File: src/sv/otrb_pkg.sv
// shared types and constants for the oldest-timestamp reorder buffer
`timescale 1ns / 1ps

package otrb_pkg;

  localparam int DEPTH = 16;
  localparam int IDX_W = (DEPTH > 1) ? $clog2(DEPTH) : 1;
  localparam int OCC_W = $clog2(DEPTH + 1);
  localparam int CAP_W = 5;
  localparam int CMP_W = (OCC_W > CAP_W) ? OCC_W : CAP_W;
  localparam int TIME_W = 64;
  localparam int DESC_W = 64;

  localparam logic [CAP_W-1:0] CAP_RESET = CAP_W'(16);

  typedef logic [IDX_W-1:0] idx_t;

  typedef struct packed {
    logic [TIME_W-1:0] arrival_time;
    logic [DESC_W-1:0] descriptor;
  } otrb_in_t;

  typedef struct packed {
    logic [TIME_W-1:0] released_time;
    logic [DESC_W-1:0] released_descriptor;
  } otrb_out_t;

  // running oldest candidate handed from cell to cell
  typedef struct packed {
    logic              valid;
    idx_t              idx;
    logic [TIME_W-1:0] ts;
    logic [DESC_W-1:0] desc;
  } cand_t;

endpackage

File: src/sv/otrb_cell.sv
// one slot of the buffer plus one stage of the oldest-entry chain
`timescale 1ns / 1ps

module otrb_cell
  import otrb_pkg::*;
(
  input  logic              clk,
  input  logic              rst_n,
  input  idx_t              slot_idx,
  input  logic              wr_en,
  input  logic [TIME_W-1:0] wr_time,
  input  logic [DESC_W-1:0] wr_desc,
  input  logic              clr_en,
  input  cand_t             cand_in,
  output cand_t             cand_out,
  output logic              valid_out
);

  logic              valid_r;
  logic [TIME_W-1:0] time_r;
  logic [DESC_W-1:0] desc_r;
  cand_t             cand_r;
  cand_t             cand_nxt;

  always_ff @(posedge clk) begin
    if (!rst_n) begin
      valid_r <= 1'b0;
    end else if (wr_en) begin
      valid_r <= 1'b1;
    end else if (clr_en) begin
      valid_r <= 1'b0;
    end
  end

  always_ff @(posedge clk) begin
    if (wr_en) begin
      time_r <= wr_time;
      desc_r <= wr_desc;
    end
  end

  // strict compare: an earlier slot keeps the win on equal timestamps
  always_comb begin
    cand_nxt = cand_in;
    if (valid_r && (!cand_in.valid || (time_r < cand_in.ts))) begin
      cand_nxt.valid = 1'b1;
      cand_nxt.idx   = slot_idx;
      cand_nxt.ts    = time_r;
      cand_nxt.desc  = desc_r;
    end
  end

  always_ff @(posedge clk) begin
    if (!rst_n) begin
      cand_r <= '0;
    end else begin
      cand_r <= cand_nxt;
    end
  end

  assign cand_out  = cand_r;
  assign valid_out = valid_r;

endmodule

File: config.mk
export PLATFORM = sky130hd
export DESIGN_NAME = otrb_cell
export DESIGN_NICKNAME = d
export VERILOG_FILES = /design/src/sv/otrb_pkg.sv /design/src/sv/otrb_cell.sv
export SDC_FILE = /design/constraint.sdc
export NUM_CORES = 1
export LEC_CHECK = 0
export ABC_AREA = 1
export BUFFER_PORTS_ARGS = -buffer_cell sky130_fd_sc_hd__buf_4
export CAP_MARGIN = 20
export CORE_ASPECT_RATIO = 1.1
export CORE_MARGIN = 2
export CORE_UTILIZATION = 51
export CTS_CLUSTER_DIAMETER = 30
export DETAILED_ROUTE_END_ITERATION = 16
export PLACE_DENSITY = 0.86
export SETUP_SLACK_MARGIN = 0.05
export SLEW_MARGIN = 20
export SYNTH_ARGS = -nofsm -noshare
export SYNTH_HDL_FRONTEND = slang
export SYNTH_SLANG_ARGS = --single-unit
File: constraint.sdc
create_clock -name clk -period 2.9 [get_ports clk]
set_clock_uncertainty 0.2 [all_clocks]
set_input_delay 0.145 -clock clk [delete_from_list [all_inputs] [get_ports clk]]
set_output_delay 0.145 -clock clk [all_outputs]
set_load 0.01 [all_outputs]
* After elaboration in Yosys (flattened, before gate mapping) *
Index checks and enable logic that the tools add are counted.

word-level totals
  logic and storage cells = 15
  output and inout port bits = 134
  register bits after elaboration = 262
  bits of input ports = 269

operators by class
  $lt $le $gt $ge = 1
  multiplexer cells = 3
  reduce and logical (&&, ||, !) cells = 4

operators with widths
  operator             number
  133-bit two-way mux  1
  64-bit < comparator  1
  1-bit two-way mux    2
  2-bit nonzero test   1
  1-bit logical AND    1
  1-bit logical NOT    1
  1-bit logical OR     1

* Depth between registers and ports, before layout *
  depth after elaboration = 4
  depth in mapped cells = 20
  mapped depth without buffers = 18

* Worst setup path after synthesis *
No wires, ideal clock.

  path kind = register to register
  start = register time_r[5]
  end = register cand_r, in the netlist cand_out[3]
  data arrival time = 1.832 ns
  period minus slack after synthesis = 2.147 ns
  setup time = 0.115 ns
  setup slack = 0.753 ns
  stages on the path, launching flop included = 18
  cells stage by stage = edfxtp_1 -> ha_1 -> a21oi_1 -> nor2_1 -> nor3_1 -> nand2_1 -> nand2_1 -> nand2_1 -> nand2_1 -> nand2_1 -> nand2_1 -> nand2_2 -> nand2_4 -> buf_6 -> buf_6 -> nand3_2 -> nand2_1 -> nor2_1

on the way
  longest elaborated chain between the ends = 4

ends and longest elaborated chain
  item                    RTL line         text
  from (decl)             otrb_cell.sv:20  logic [TIME_W-1:0] time_r;
  from (signal assigned)  otrb_cell.sv:37  time_r <= wr_time;
  64-bit < comparator     otrb_cell.sv:45  if (valid_r && (!cand_in.valid || (time_r < cand_in.ts))) begin
  1-bit logical OR        otrb_cell.sv:45
  1-bit logical AND       otrb_cell.sv:45
  133-bit two-way mux     otrb_cell.sv:45
  to (signal assigned)    otrb_cell.sv:57  cand_r <= cand_nxt;
  to (decl)               otrb_cell.sv:22  cand_t cand_r;

No other way between the ends.
A chain may end at the register's enable or synchronous reset.

* Worst setup path after layout *
  start = register time_r[31]
  end = register cand_r, in the netlist cand_out[40]

Same word-level chain as after synthesis.

==> metrics.csv <==
metric,value,unit
synth_cell_type_count,27,
worst_hold_slack,116,ps
design_area,20400,µm²
pwr_density_cell,641,nW/µm²
dieHeight,166,µm
place.gp.congestion,0.873,
startpoint_of_the_worst_hold_path,wr_desc[44],
worst_setup_path_startpoint,time_r[31],
initial_core_util,0.516,
inserted_clock_buffers,53,
wl_per_cell,23.0,µm
clk_latency,550,ps
violations,setup timing,
cell_internal_pwr,0.00943,W
slew_viols_final,0,
power_frac_clock,0.491,
dp.final_hpwl,23500,µm
clk_transition_reported_paths,60,ps
ctsHtreeMaxLevel,2,
global_route.overflow_total,0,
crit_slowest_cell,sky130_fd_sc_hd__edfxtp_1,
power.ir.vdd_worst,0.577,mV
setup_slack,-126,ps
timing_worst_setup_path_type,reg -> reg,
placement.setup.worst_slack,18.1,ps
instances_no_fill,2310,
worst_slew_pin_slew,677,ps
timing.final.crit_share,1.04,
final.min_clock_period,3030,ps
die_x,151,µm
end_of_the_worst_register_to_register_path,cand_out[40],
timing.critical_path.mode_cell,sky130_fd_sc_hd__nand2_2,
yosys_warnings,0,
power_switching,0.00363,W
hold_path_class,in -> reg,
clock_tree.buffer_depth,3,
final_hold_viol_count,0,
seqPwrFrac,0.335,
grt_antenna_before_repair,8,
synth.ff_latch_count,262,
instance_count_of_the_mapped_netlist,1264,
endpoints_failing_setup,2,
max_stage_delay,450,ps
run_status,"complete, but fails checks",
layout-area-overhead-vs-synth,68.2,%
timing.critical_path.required,3110,ps
synth.largest_area_cell,sky130_fd_sc_hd__edfxtp_1,
floorplan.die_area,25000,µm²
global_route_wire_length_before_repair,74900,µm
mostFrequentLayoutCell,sky130_fd_sc_hd__buf_4,
drv.max_cap_violation_count,0,
final_core_util,0.868,
netSwitchingFraction,0.278,
drtIter0Drc,1019,
reg2regPathDepth,14,
synth_top_cells_by_area,"sky130_fd_sc_hd__edfxtp_1 (32%), sky130_fd_sc_hd__dfxtp_1 (22%), sky130_fd_sc_hd__nand3_2 (11%)",
placed_area,15300,µm²
dp_cells,1919,
timing.critical_path.fanout_max,17,
leakagePower,9.75,nW
worstPathCellList,ha_4 -> nand2_2 -> nor2_4 -> nand4_4 -> nor4_4 -> nand2_1 -> nand2_2 -> nand2_2 -> nand2_4 -> nand2_8 -> buf_4 -> buf_6 -> a21oi_1 -> nor2_2,
detailroute.via_count,13000,
r2r_start,time_r[31],
global_route.usage.total,0.390,
synth_area,12100,µm²
portBuffers,402,
post_synth.cell_area_avg,9.59,µm²
tritoncts_clock_tree,built,
fillerInstances,988,
critPathLaunchType,flop,
ios,403,
yosysSeqAreaShare,0.539,
avgViaCountPerCell,5.63,
wl,53200,µm
fmaxAchievable,0.331,GHz
number_of_nets_produced_by_synthesis,1596,
clock-sinks,262,
critPathArrivalTime,3240,ps
core,23500,µm²
grt_setup_unrepaired,true,
layout_common_cells,"sky130_fd_sc_hd__buf_4 (416), sky130_fd_sc_hd__dlygate4sd3_1 (269), sky130_fd_sc_hd__inv_1 (206)",
drt.antenna.violating_nets,0,
grt_max_degree,72,
layout-drive-gt1-share,0.356,
synth_top_area_frac,0.317,
drcViolationCount,0,
setup.worst_path.end,cand_out[40],
reg2reg_slack,-130,ps
crit_path_end_kind,flop,
combinationalPowerShare,0.174,
clock_tree_root_buffer_cell,sky130_fd_sc_hd__clkbuf_16,
vias_in_the_first_global_route,13900,
max_slew_margin,0.549,
nNetsFinal,2284,
drt_pre_antenna_iters,6,
placement_rows,59,
[per-stage QoR]
step	setup TNS [ps]	total power [W]
final	-150	0.0131
after global routing	-496	0.0134
after global placement	0	0.00593
after floorplan	0	0.00523
after detailed placement	0	0.00599
after CTS	0	0.0126
[state kept, by name, indices dropped and copies added, names as in the netlist]
register,cells
desc_r,64
time_r,64
valid_out,1
cand_out,133
[kinds of logic after synthesis]
group | count (synthesis) | synth area share
AO/OA/AOI/OAI | 175 | 0.0727
adder cells (fa/ha/maj) | 63 | 0.0651
buffers and inverters | 281 | 0.103
flip-flops | 262 | 0.539
AND/OR/NAND/NOR | 483 | 0.221
[worst min path at each step]
stage / slack [ps] / depth (start not counted) / endpoint
2_1_floorplan: 40 / 0 / desc_r[0]
3_3_place_gp: 120 / 1 / desc_r[52]
3_5_place_dp: 120 / 1 / desc_r[31]
4_1_cts: -90 / 5 / cand_out[99]
5_1_grt: 100 / 2 / time_r[2]
6_report: 120 / 2 / desc_r[44]
[power groups by stage]
stage | clock network [W] | registers, W | logic (W)
floorplan | 0 | 0.00443 | 0.000794
global placement | 0 | 0.00438 | 0.00155
detailed placement | 0 | 0.00440 | 0.00159
CTS | 0.00626 | 0.00433 | 0.00196
global route | 0.00659 | 0.00439 | 0.00239
finish | 0.00641 | 0.00437 | 0.00227
[layer usage]
layer | share of wire | wire [µm] | track usage
met3 | 0.088 | 4700 | 0.0950
met1 | 0.32 | 17200 | 0.401
met5 | 0.00051 | 27 | 0
met2 | 0.50 | 26500 | 0.675
met4 | 0.089 | 4730 | 0.295
[worst max-delay path, delay by kind of cell, from the launching register on]
family / cells / cell delay [ps]
fa+ha+maj: 1 / 310
simple gates: 10 / 1240
buf+inv: 2 / 320
flops: 1 / 450
compound gates: 1 / 370
[area by class of cell]
cell class / instances / area (µm²) / share of cell area
sequential: 262 / 6530 / 0.320
timing repair buffer: 706 / 6250 / 0.307
multi-input combinational: 722 / 4560 / 0.224
clock buffer: 61 / 1410 / 0.0691
inverter: 207 / 777 / 0.0381
clock inverter: 39 / 447 / 0.0219
tap: 305 / 382 / 0.0187
antenna: 8 / 20.0 / 0.000982
[synth_stat cells]
| cell type | number |
|---|---|
| sky130_fd_sc_hd__buf_6 | 23 |
| sky130_fd_sc_hd__nand4_1 | 3 |
| sky130_fd_sc_hd__nand3_2 | 128 |
| sky130_fd_sc_hd__ha_1 | 63 |
| sky130_fd_sc_hd__nor3_1 | 5 |
| sky130_fd_sc_hd__buf_1 | 23 |
| sky130_fd_sc_hd__edfxtp_1 | 128 |
| sky130_fd_sc_hd__o21ai_1 | 1 |
| sky130_fd_sc_hd__nor3_2 | 1 |
| sky130_fd_sc_hd__nor2_1 | 149 |
| sky130_fd_sc_hd__o21a_1 | 1 |
| sky130_fd_sc_hd__inv_1 | 206 |
| sky130_fd_sc_hd__o21ai_0 | 8 |
| sky130_fd_sc_hd__nand2_1 | 183 |
| sky130_fd_sc_hd__inv_2 | 1 |
| sky130_fd_sc_hd__nor2_2 | 1 |
| sky130_fd_sc_hd__nand3_1 | 8 |
| sky130_fd_sc_hd__nand2_2 | 1 |
| sky130_fd_sc_hd__buf_2 | 14 |
| sky130_fd_sc_hd__clkbuf_1 | 14 |
| sky130_fd_sc_hd__o211ai_1 | 1 |
| sky130_fd_sc_hd__nor4_1 | 1 |
| sky130_fd_sc_hd__nor4_2 | 1 |
| sky130_fd_sc_hd__nand2_4 | 1 |
| sky130_fd_sc_hd__dfxtp_1 | 134 |
| sky130_fd_sc_hd__nand4_2 | 1 |
| sky130_fd_sc_hd__a21oi_1 | 164 |
[what timing repair did]
item                                   4_1_cts  5_1_grt
gates resized for setup                      5       57
setup endpoints to repair                   43      128
cloned                                       2        4
hold buffers                               268        1
endpoints found under the hold margin      320        6
pin swaps                                    2        9
buffers inserted                             0        8
No activity file was read; power rests on OpenSTA's default activity.
